**src/design/grl_pkg.sv**
```systemverilog
// shared constants and controller/datapath command and status types
// for the geometric level draw block; no dependencies
package grl_pkg;

    // field widths
    localparam int GRL_M_W   = 10;
    localparam int GRL_LVL_W = 5;
    localparam int GRL_ST_W  = 31;
    localparam int GRL_S_W   = 21;
    localparam int GRL_B_W   = GRL_M_W + 1;
    localparam int GRL_T_W   = GRL_S_W + GRL_B_W;

    // default saturation level
    localparam int GRL_MAX_LEVEL = 31;

    // lehmer generator constants
    localparam logic [15:0]         GRL_LEHMER_MUL = 16'd48271;
    localparam logic [GRL_ST_W-1:0] GRL_LEHMER_MOD = 31'h7FFF_FFFF;

    // sample scaling: divisor is 2^11 - 1
    localparam int                  GRL_DIV_SH   = 11;
    localparam logic [GRL_T_W-1:0]  GRL_RANGE    = 32'd1049088;
    localparam int                  GRL_DIV_STEPS = 4;

    // controller to datapath commands
    typedef struct packed {
        logic load;
        logic gen_mul;
        logic gen_fold;
        logic prep;
        logic div_step;
        logic div_fix;
        logic srch_step;
        logic out_load;
    } grl_cmd_t;

    // datapath to controller status
    typedef struct packed {
        logic search_end;
        logic out_busy;
    } grl_status_t;

endpackage

```
**src/design/grl_ctrl.sv**
```systemverilog
// sequencer for the level draw: steps the datapath through generator,
// sample scaling and level search; uses grl_pkg
module grl_ctrl (
    input  logic                 clk,
    input  logic                 rst_n,
    input  logic                 in_valid,
    output logic                 in_stall,
    input  logic                 out_stall,
    input  grl_pkg::grl_status_t status,
    output grl_pkg::grl_cmd_t    cmd
);
    import grl_pkg::*;

    localparam logic [2:0] ST_IDLE = 3'd0;
    localparam logic [2:0] ST_MUL  = 3'd1;
    localparam logic [2:0] ST_FOLD = 3'd2;
    localparam logic [2:0] ST_PREP = 3'd3;
    localparam logic [2:0] ST_DIV  = 3'd4;
    localparam logic [2:0] ST_CORR = 3'd5;
    localparam logic [2:0] ST_SRCH = 3'd6;
    localparam logic [2:0] ST_DONE = 3'd7;

    localparam int CNT_W = $clog2(GRL_DIV_STEPS);
    localparam logic [CNT_W-1:0] CNT_LAST = CNT_W'(GRL_DIV_STEPS - 1);

    logic [2:0]       state_reg, state_next;
    logic [CNT_W-1:0] cnt_reg, cnt_next;

    // next state and commands
    always_comb
    begin
        state_next = state_reg;
        cnt_next   = cnt_reg;
        cmd        = '0;
        in_stall   = 1'b1;
        case (state_reg)
            ST_IDLE:
            begin
                in_stall = 1'b0;
                if (in_valid)
                begin
                    cmd.load   = 1'b1;
                    state_next = ST_MUL;
                end
            end
            ST_MUL:
            begin
                cmd.gen_mul = 1'b1;
                state_next  = ST_FOLD;
            end
            ST_FOLD:
            begin
                cmd.gen_fold = 1'b1;
                state_next   = ST_PREP;
            end
            ST_PREP:
            begin
                cmd.prep   = 1'b1;
                cnt_next   = '0;
                state_next = ST_DIV;
            end
            ST_DIV:
            begin
                cmd.div_step = 1'b1;
                cnt_next     = cnt_reg + 1'b1;
                if (cnt_reg == CNT_LAST)
                begin
                    state_next = ST_CORR;
                end
            end
            ST_CORR:
            begin
                cmd.div_fix = 1'b1;
                state_next  = ST_SRCH;
            end
            ST_SRCH:
            begin
                cmd.srch_step = 1'b1;
                if (status.search_end)
                begin
                    state_next = ST_DONE;
                end
            end
            ST_DONE:
            begin
                // hand over once the output register is free or draining
                if (!status.out_busy || !out_stall)
                begin
                    cmd.out_load = 1'b1;
                    state_next   = ST_IDLE;
                end
            end
            default:
            begin
                state_next = ST_IDLE;
            end
        endcase
    end

    // state registers
    always_ff @(posedge clk or negedge rst_n)
    begin
        if (!rst_n)
        begin
            state_reg <= ST_IDLE;
            cnt_reg   <= '0;
        end
        else
        begin
            state_reg <= state_next;
            cnt_reg   <= cnt_next;
        end
    end

endmodule

```
**src/design/grl_dp.sv**
```systemverilog
// datapath for the level draw: lehmer generator, divide by 2047 through
// digit folding, level search multiplier and output register; uses grl_pkg
module grl_dp #(
    parameter int MAX_LEVEL = grl_pkg::GRL_MAX_LEVEL
) (
    input  logic                          clk,
    input  logic                          rst_n,
    input  grl_pkg::grl_cmd_t             cmd,
    output grl_pkg::grl_status_t          status,
    input  logic [grl_pkg::GRL_M_W-1:0]   links_per_node,
    output logic                          out_valid,
    input  logic                          out_stall,
    output logic [grl_pkg::GRL_LVL_W-1:0] level,
    output logic                          sample_was_zero
);
    import grl_pkg::*;

    localparam int KW = $clog2(MAX_LEVEL + 1);
    localparam logic [KW-1:0] K_MAX = KW'(MAX_LEVEL);
    localparam int PROD_W = GRL_ST_W + 16;

    logic [GRL_B_W-1:0]   base_reg;
    logic                 m_zero_reg;
    logic [GRL_ST_W-1:0]  gen_reg, gen_next;
    logic [PROD_W-1:0]    gprod_reg;
    logic [GRL_ST_W-1:0]  x_reg;
    logic [GRL_S_W-1:0]   q_reg;
    logic [GRL_S_W-1:0]   prod_reg;
    logic                 zero_reg;
    logic [KW-1:0]        k_reg;
    logic                 out_valid_reg;
    logic [GRL_LVL_W-1:0] level_reg;
    logic                 zero_out_reg;

    // generator: fold the product modulo 2^31 - 1
    logic [GRL_ST_W:0] fold_sum;
    always_comb
    begin
        fold_sum = {1'b0, gprod_reg[GRL_ST_W-1:0]}
                 + {{(GRL_ST_W + 1 - 16){1'b0}}, gprod_reg[PROD_W-1:GRL_ST_W]};
        if (fold_sum >= {1'b0, GRL_LEHMER_MOD})
        begin
            gen_next = GRL_ST_W'(fold_sum - {1'b0, GRL_LEHMER_MOD});
        end
        else
        begin
            gen_next = fold_sum[GRL_ST_W-1:0];
        end
    end

    // divide by 2047: x = a*2048 + b gives q += a, x = a + b
    logic [GRL_ST_W-GRL_DIV_SH-1:0] div_hi;
    logic [GRL_DIV_SH-1:0]          div_lo;
    logic [GRL_ST_W-1:0]            x_step;
    logic [GRL_S_W-1:0]             q_step;
    logic [GRL_S_W-1:0]             s_val;
    always_comb
    begin
        div_hi = x_reg[GRL_ST_W-1:GRL_DIV_SH];
        div_lo = x_reg[GRL_DIV_SH-1:0];
        x_step = {{GRL_DIV_SH{1'b0}}, div_hi}
               + {{(GRL_ST_W - GRL_DIV_SH){1'b0}}, div_lo};
        q_step = q_reg + {{(GRL_S_W - (GRL_ST_W - GRL_DIV_SH)){1'b0}}, div_hi};
        // remainder of exactly the divisor adds one more
        s_val  = q_reg + {{(GRL_S_W - 1){1'b0}},
                          (x_reg == {{(GRL_ST_W - GRL_DIV_SH){1'b0}}, {GRL_DIV_SH{1'b1}}})};
    end

    // level search: one multiply by the base per step
    logic [GRL_T_W-1:0] trial;
    logic               trial_over;
    logic               direct_max;
    assign trial      = {{GRL_B_W{1'b0}}, prod_reg} * {{GRL_S_W{1'b0}}, base_reg};
    assign trial_over = (trial > GRL_RANGE);
    assign direct_max = zero_reg || m_zero_reg;

    assign status.search_end = direct_max || (k_reg == K_MAX) || trial_over;
    assign status.out_busy   = out_valid_reg;

    // generator state
    always_ff @(posedge clk or negedge rst_n)
    begin
        if (!rst_n)
        begin
            gen_reg <= {{(GRL_ST_W - 1){1'b0}}, 1'b1};
        end
        else if (cmd.gen_fold)
        begin
            gen_reg <= gen_next;
        end
    end

    // working registers
    always_ff @(posedge clk)
    begin
        if (cmd.load)
        begin
            base_reg   <= {1'b0, links_per_node} + 1'b1;
            m_zero_reg <= (links_per_node == '0);
        end
        if (cmd.gen_mul)
        begin
            gprod_reg <= {16'd0, gen_reg} * {{GRL_ST_W{1'b0}}, GRL_LEHMER_MUL};
        end
        if (cmd.prep)
        begin
            x_reg <= gen_reg - 1'b1;
            q_reg <= '0;
        end
        if (cmd.div_step)
        begin
            x_reg <= x_step;
            q_reg <= q_step;
        end
        if (cmd.div_fix)
        begin
            prod_reg <= s_val;
            zero_reg <= (s_val == '0);
            k_reg    <= '0;
        end
        if (cmd.srch_step)
        begin
            if (direct_max)
            begin
                k_reg <= K_MAX;
            end
            else if (!status.search_end)
            begin
                prod_reg <= trial[GRL_S_W-1:0];
                k_reg    <= k_reg + 1'b1;
            end
        end
        if (cmd.out_load)
        begin
            level_reg    <= k_reg[GRL_LVL_W-1:0];
            zero_out_reg <= zero_reg;
        end
    end

    // output word valid
    always_ff @(posedge clk or negedge rst_n)
    begin
        if (!rst_n)
        begin
            out_valid_reg <= 1'b0;
        end
        else if (cmd.out_load)
        begin
            out_valid_reg <= 1'b1;
        end
        else if (!out_stall)
        begin
            out_valid_reg <= 1'b0;
        end
    end

    assign out_valid       = out_valid_reg;
    assign level           = level_reg;
    assign sample_was_zero = zero_out_reg;

endmodule

```
**src/design/graph_index_random_level_top.sv**
```systemverilog
// timing: the level search loop sets how long a word takes from accept to
// result valid, one multiply by M+1 per cycle, at most 21 steps
// flow: one word at a time; a new word is taken once the previous one has
// moved into the output register, which holds it until taken
// reset: asynchronous active low; generator state returns to one, no word held
module graph_index_random_level_top #(
    parameter int MAX_LEVEL = grl_pkg::GRL_MAX_LEVEL
) (
    input  logic                          clk,
    input  logic                          rst_n,
    input  logic                          in_valid,
    output logic                          in_stall,
    input  logic [grl_pkg::GRL_M_W-1:0]   links_per_node,
    output logic                          out_valid,
    input  logic                          out_stall,
    output logic [grl_pkg::GRL_LVL_W-1:0] level,
    output logic                          sample_was_zero
);
    import grl_pkg::*;

    grl_cmd_t    cmd;
    grl_status_t status;

    // sequencer
    grl_ctrl u_ctrl (
        .clk       (clk),
        .rst_n     (rst_n),
        .in_valid  (in_valid),
        .in_stall  (in_stall),
        .out_stall (out_stall),
        .status    (status),
        .cmd       (cmd)
    );

    // datapath
    grl_dp #(
        .MAX_LEVEL (MAX_LEVEL)
    ) u_dp (
        .clk             (clk),
        .rst_n           (rst_n),
        .cmd             (cmd),
        .status          (status),
        .links_per_node  (links_per_node),
        .out_valid       (out_valid),
        .out_stall       (out_stall),
        .level           (level),
        .sample_was_zero (sample_was_zero)
    );

endmodule

```
**config.mk**
```make
export PLATFORM = sky130hd
export DESIGN_NAME = graph_index_random_level_top
export DESIGN_NICKNAME = d
export VERILOG_FILES = /design/src/design/grl_pkg.sv /design/src/design/grl_ctrl.sv /design/src/design/grl_dp.sv /design/src/design/graph_index_random_level_top.sv
export SDC_FILE = /design/constraint.sdc
export NUM_CORES = 2
export LEC_CHECK = 0
export BUFFER_PORTS_ARGS = -buffer_cell sky130_fd_sc_hd__buf_2
export CAP_MARGIN = 15
export CORE_MARGIN = 2
export CORE_UTILIZATION = 50
export CTS_BUF_LIST = sky130_fd_sc_hd__clkbuf_8
export DETAILED_ROUTE_END_ITERATION = 12
export PLACE_DENSITY = 0.65
export SLEW_MARGIN = 5
export SYNTH_ARGS = -nofsm -noshare
export SYNTH_HDL_FRONTEND = slang
export SYNTH_HIERARCHICAL = 1
export SYNTH_SLANG_ARGS = --single-unit
```
**constraint.sdc**
```tcl
create_clock -name clk -period 10.9 [get_ports clk]
set_clock_uncertainty 0.05 [all_clocks]
set_input_delay 2.18 -clock clk [delete_from_list [all_inputs] [get_ports clk]]
set_output_delay 2.18 -clock clk [all_outputs]
set_load 0.01 [all_outputs]
```
# [Yosys cells after proc, flatten, opt, wreduce, memory -nomap -nowiden]
# Index checks and enable logic that the tools add are counted.
[totals] inputBits=14 wordCells=86 ff_bits=181 output_inout_bits=8
[op_classes] n_addsub=9 muxes=32 n_mul=2 magnitude_cmp=2 eq_ne=15 n_reduce_logical=12
[op_table] cell="$mux 21" n=6
[op_table] cell="$mux 31" n=3
[op_table] cell="$mul 31x16->47 const B" n=1
[op_table] cell="$add 31x16->32" n=1
[op_table] cell="$ge 32x31->1 const B" n=1
[op_table] cell="$gt 32x21->1 const B" n=1
[op_table] cell="$mul 21x11->32" n=1
[op_table] cell="$eq 31x11->1 const B" n=1
[op_table] cell="$sub 31x1->31 const B" n=1
[op_table] cell="$sub 31x31->31 const B" n=1
[op_table] cell="$pmux 3 s8" n=1
[op_table] cell="$add 20x11->21" n=1
[op_table] cell="$add 21x1->21" n=1
[op_table] cell="$add 21x20->21" n=1
[op_table] cell="$logic_not 21->1" n=1
[op_table] cell="$mux 5" n=4
[op_table] cell="$mux 1" n=13
[op_table] cell="$eq 3x3->1 const B" n=4
[op_table] cell="$mux 3" n=4
[op_table] cell="$add 10x1->11 const B" n=1
[op_table] cell="$logic_not 10->1" n=1
[op_table] cell="$eq 3x2->1 const B" n=2
[op_table] cell="$ne 2x1->1 const B" n=3
[op_table] cell="$add 5x1->5 const B" n=1
[op_table] cell="other kinds (11)" n=17

# [Logic depth before layout (Yosys ltp)]
[depth] ltp_word=6 mapped_depth=28 ltp_nobuf=24

# [Modules after synthesis]
# Netlist, hierarchy kept.
[by_module_without_submodules] module="grl_dp" area_each_um2=26694.4 n_inst=1 seq_area_each_um2=4865.9 cells_per_inst=2793
[by_module_without_submodules] module="grl_ctrl" area_each_um2=306.5 n_inst=1 seq_area_each_um2=125.1 cells_per_inst=32

# [Least setup slack after synthesis]
# No wires, ideal clock.
[synth_path] kind="register to register" start="reg u_dp.base_reg[7]" end="reg u_dp.k_reg[3]" path_stages_with_launch=25 path_buffers=3 setup_time_ps=147 synth_period_minus_slack_ps=6810 setup_slack_ps=4090 arrival_time_ps=6613 required_ps=10703 cell_sequence="edfxtp_1 -> clkbuf_1 -> nand2_1 -> fa_1 -> inv_1 -> fa_1 -> fa_1 -> fa_1 -> inv_1 -> fa_1 -> inv_1 -> ha_1 -> a21o_1 -> o21ai_0 -> o211ai_2 -> a211oi_2 -> o31ai_4 -> xnor2_1 -> or3_1 -> a311o_1 -> or4b_4 -> buf_6 -> buf_2 -> nand3b_1 -> nand3_1"
[synth_between] elab_chain_cells=6
[synth_lines] item="start: declaration" line="grl_dp.sv:22" rtl="logic [GRL_B_W-1:0] base_reg;"
[synth_lines] item="start signal: assignment" line="grl_dp.sv:98" rtl="base_reg <= {1'b0, links_per_node} + 1'b1;"
[synth_lines] item="$mul 21x11->32" line="grl_dp.sv:73" rtl="assign trial = {{GRL_B_W{1'b0}}, prod_reg} * {{GRL_S_W{1'b0}}, base_reg};"
[synth_lines] item="$gt 32x21->1" line="grl_dp.sv:74" rtl="assign trial_over = (trial > GRL_RANGE);"
[synth_lines] item="$logic_or 1x1->1" line="grl_dp.sv:77" rtl="assign status.search_end = direct_max || (k_reg == K_MAX) || trial_over;"
[synth_lines] item="$mux 5" line="grl_dp.sv:127" rtl="else if (!status.search_end)"
[synth_lines] item="$mux 5" line="grl_dp.sv:123" rtl="if (direct_max)"
[synth_lines] item="$mux 5" line="grl_dp.sv:121" rtl="if (cmd.srch_step)"
[synth_lines] item="end signal: assignment" line="grl_dp.sv:130" rtl="k_reg <= k_reg + 1'b1;"
[synth_lines] item="end: declaration" line="grl_dp.sv:30" rtl="logic [KW-1:0] k_reg;"
# Every way passes these cells.
# A chain may end at the register's enable or synchronous reset.

# [Worst setup path after layout]
[layout_path] start="reg u_dp.base_reg[7]" end="reg u_dp.k_reg[2]"
# The elaborated chain is that of the path after synthesis.

==> out/results.env <==
WL_PER_CELL_UM=19.3
CLOCK_TREE.HTREE_LEVEL_COUNT=4
FILLERS=4878
GLOBALROUTEMET1UTIL_PCT=31.3
POST_SYNTH_MAIN_AREA_CONTRIBUTORS='sky130_fd_sc_hd__fa_1 (27%), sky130_fd_sc_hd__ha_1 (16%), sky130_fd_sc_hd__edfxtp_1 (13%), sky130_fd_sc_hd__inv_1 (6.6%), sky130_fd_sc_hd__xnor2_1 (4.0%)'
CTSROOTBUFFERMASTER='sky130_fd_sc_hd__clkbuf_8'
GRT_REMAINING_OVERFLOW=0
SLEW_VIOLATIONS=0
NETS=3507
CTS_INSERTED_BUFFERS=17
MULTI_INPUT_COMB_AREA_MM2=0.0199
CP_CELL_SEQUENCE='nand2_1, fa_1, inv_1, fa_1, fa_1, fa_1, inv_1, fa_1, inv_1, ha_1, a21o_1, o21ai_0, o211ai_2, a211oi_2, o31ai_4, xnor2_1, or3_1, a311o_1, or4b_4, mux2i_1, o311ai_2'
FINALCRITICALPERIOD_PS=7830
CLOCK_TREE_FROM_TRITONCTS='done'
FLOW.AREA_GROWTH_FROM_SYNTHESIS_PCT=4.24
LARGEST_FANOUT_ON_THE_CRITICAL_PATH=47
SLOWEST_DELAY_PS=880
MET3_USAGE_PCT=3.12
MAPPEDNETLISTNETS=3543
FINAL-SEQ-AREA_MM2=0.00499
LARGEST_REGISTER_FFS=47
SYNTH.MOST_COMMON_CELL='sky130_fd_sc_hd__inv_1'
CTS-ROOT-TO-SINK-BUFFERS=2
YOSYS_REGISTER_BITS=181
DIE_AREA_MM2=0.0559
SYNTHTOPCELLSBYCOUNT='sky130_fd_sc_hd__inv_1 (478), sky130_fd_sc_hd__fa_1 (363), sky130_fd_sc_hd__ha_1 (341)'
YS.WARNINGS.COUNT=6
SLEW-LIMIT-HEADROOM_PCT=30.3
INSERTEDDIODECOUNT=0
STATUS='finished, final reports clean'
CTS_HOLD_BUFFERS=0
ROUTED_VIA_DENSITY=5.60
NUMBER_OF_GLOBAL_ROUTE_VIAS_BEFORE_REPAIR=20692
DP_HPWL_MM=55.1
GRT_START_MAX_NET_PINS=58
HOLD_CLASS='reg -> reg'
ROUTED-VIA-COUNT=19601
GROUTE.LAYER.MET2.USAGE_PCT=44.6
DETAILEDROUTE.FIRSTPASSITERATIONCOUNT=5
GLOBALROUTETOTALUTIL_PCT=25.4
INITIAL_CORE_UTIL_PCT=50.4
POSTSYNTHCELLCOUNT=2825
CRITPATHTOPFAMILY='adder cells'
YS_DOMINANT_REG_CELL='sky130_fd_sc_hd__edfxtp_1'
SYNTH_EDF_COUNT=118
STD_CELL_ROWS=85
TIMING.CRITICAL_PATH.SLOWEST_STAGE_CELL='sky130_fd_sc_hd__edfxtp_1'
DRV.MAX_CAP_VIOLATION_COUNT=0
TIMING.CRITICAL_PATH.BUF_INV=3
CLOCK.FMAX_GHz=0.128
WORST_EP_ARRIVAL_TIME_PS=8200
LAYOUT_CELL_SHARE_WITH_DRIVE_STRENGTH_BEYOND_1_PCT=3.46
GP_CONGESTION=0.912
IOPINCOUNT=22
SYNTH_TOP_CELL_AREA_SHARE_PCT=26.9
REQUIRED_TIME_WORST_ENDPOINT_PS=11280
PORT_BUFFERS=21
YS_SEQ_AREA_SHARE_PCT=18.5
WORST_SLEW_PIN_SLEW_PS=1040
HOLD_VIOL_FINAL=0
CTS.SINK_COUNT=181
PLACEABLECOREAREA_MM2=0.0536
DIE_HEIGHT_UM=236
WORST_SETUP_PATH_END_KIND='flop'
FIN_TNS_SETUP_PS=0
YOSYS.CELL_TYPES.COUNT=80
POST-PLACE-WS_PS=3140
FINAL.SETUP.WORST_SLACK_PS=3070
YOSYSTOPAREACELL='sky130_fd_sc_hd__fa_1'
TIMING.FINAL.CRIT_SHARE_PCT=71.8
POST_CTS.REPAIR.SETUP_BUFFERS=0
CLKLATENCYLATEPIN_PS=580
GRT_ANTENNA_BEFORE_REPAIR=1
ANTENNA_LEFT=0
ASYNC_SR_FLOP_FRACTION_PCT=20.4
DRT_DRC_VIOLATIONS_LEFT=0
FINAL_CORE_UTILIZATION_PCT=52.5
GRT_PASS1_WL_MM=111
DETAIL_ROUTE.WIRELENGTH_MM=67.4
CTS_RESIZED=0
DETAIL_ROUTE.ITER0.VIOLATIONS=1129
CRITICAL_PATH.STARTPOINT_TYPE='flop'
WORST_HOLD_MARGIN_PS=480
SYN_AREA_PER_CELL_UM2=9.56
CLK_TRANSITION_REPORTED_PATHS_PS=130
BUSIEST_LAYER_IN_GLOBAL_ROUTING='met2'
RSZ0062_AT_GRT='no'
DIE_W_UM=236
SYNTH.CELL_AREA_MM2=0.0270
TIMING.CRITICAL_PATH.MODE_CELL='sky130_fd_sc_hd__fa_1'
TIMING.FINAL.SETUP_VIOLATIONS=0
PATH_CLASS='reg -> reg'
==> metrics by stage <==
step                      instance area, um^2  cells
after floorplan                         27000   2825
after global placement                  27700   3465
after detailed placement                27700   3465
after CTS                               28100   3497
after global routing                    28100   3498
final                                   28100   3498
==> worst reg2reg max path: stages, from the launching register on <==
cell,delay (ps)
sky130_fd_sc_hd__edfxtp_1,880
sky130_fd_sc_hd__nand2_1,190
sky130_fd_sc_hd__fa_1,570
sky130_fd_sc_hd__inv_1,60
sky130_fd_sc_hd__fa_1,480
sky130_fd_sc_hd__fa_1,530
sky130_fd_sc_hd__fa_1,540
sky130_fd_sc_hd__inv_1,60
sky130_fd_sc_hd__fa_1,520
sky130_fd_sc_hd__inv_1,40
sky130_fd_sc_hd__ha_1,370
sky130_fd_sc_hd__a21o_1,230
sky130_fd_sc_hd__o21ai_0,330
sky130_fd_sc_hd__o211ai_2,190
sky130_fd_sc_hd__a211oi_2,470
sky130_fd_sc_hd__o31ai_4,130
sky130_fd_sc_hd__xnor2_1,140
sky130_fd_sc_hd__or3_1,370
sky130_fd_sc_hd__a311o_1,340
sky130_fd_sc_hd__or4b_4,790
sky130_fd_sc_hd__mux2i_1,290
sky130_fd_sc_hd__o311ai_2,110
==> placed cells by master, fill, tap and decap left out, drive strengths merged, types with 32 or more instances in the layout <==
cell type  instances
a21o              59
a21oi            106
and2             110
and3              32
dfrtp             36
edfxtp           118
fa               363
ha               341
inv              485
nand2            244
nand3             78
nor2             136
o21ai             95
xnor2            123
xor2              69
==> layer usage <==
| layer | up-vias | part of all wire [%] |
|---|---|---|
| met3 | 148 | 3.6 |
| met5 | - | 0 |
| met2 | 479 | 51 |
| met1 | 9766 | 41 |
| met4 | 0 | 4.5 |
| li1 | 9208 | - |
==> final cells by class <==
cell class                      instances  share of cell area (%)
Tap cell                              696                    3.09
Clock inverter                         15                   0.702
Clock buffer                           17                   0.831
Multi-Input combinational cell       2083                    70.6
Sequential cell                       181                    17.7
Timing Repair Buffer                   28                   0.631
Inverter                              478                    6.38
==> path summary, 6_finish.rpt <==
check,start,endpoint,slack [ps],cells past startpoint
max,u_dp/base_reg[7],u_dp/k_reg[2],3070,21
min,u_dp/k_reg[1],u_dp/level[1],480,0
max reg2reg,u_dp/base_reg[7],u_dp/k_reg[2],3070,21
min reg2reg,u_dp/k_reg[1],u_dp/level[1],480,0
max in group asynchronous,rst_n,u_ctrl/cnt_reg[0],8400,1
min in group asynchronous,rst_n,u_dp/gen_reg[5],1710,1
==> cell families after synthesis <==
group                      after synthesis  share of synthesized area, %
AOI/OAI and AO/OA                      415                          9.95
buffers and inverters                  561                          7.96
DFF                                    181                          18.5
muxes                                   21                         0.825
and+or+nand+nor                        751                          13.8
adders and majority gates              704                          42.7
xor gates and xnor gates               192                          6.23
Power is left out: the tool's default activity adds up to more than one toggle a clock period on the data nets, which glitch-free logic cannot reach.
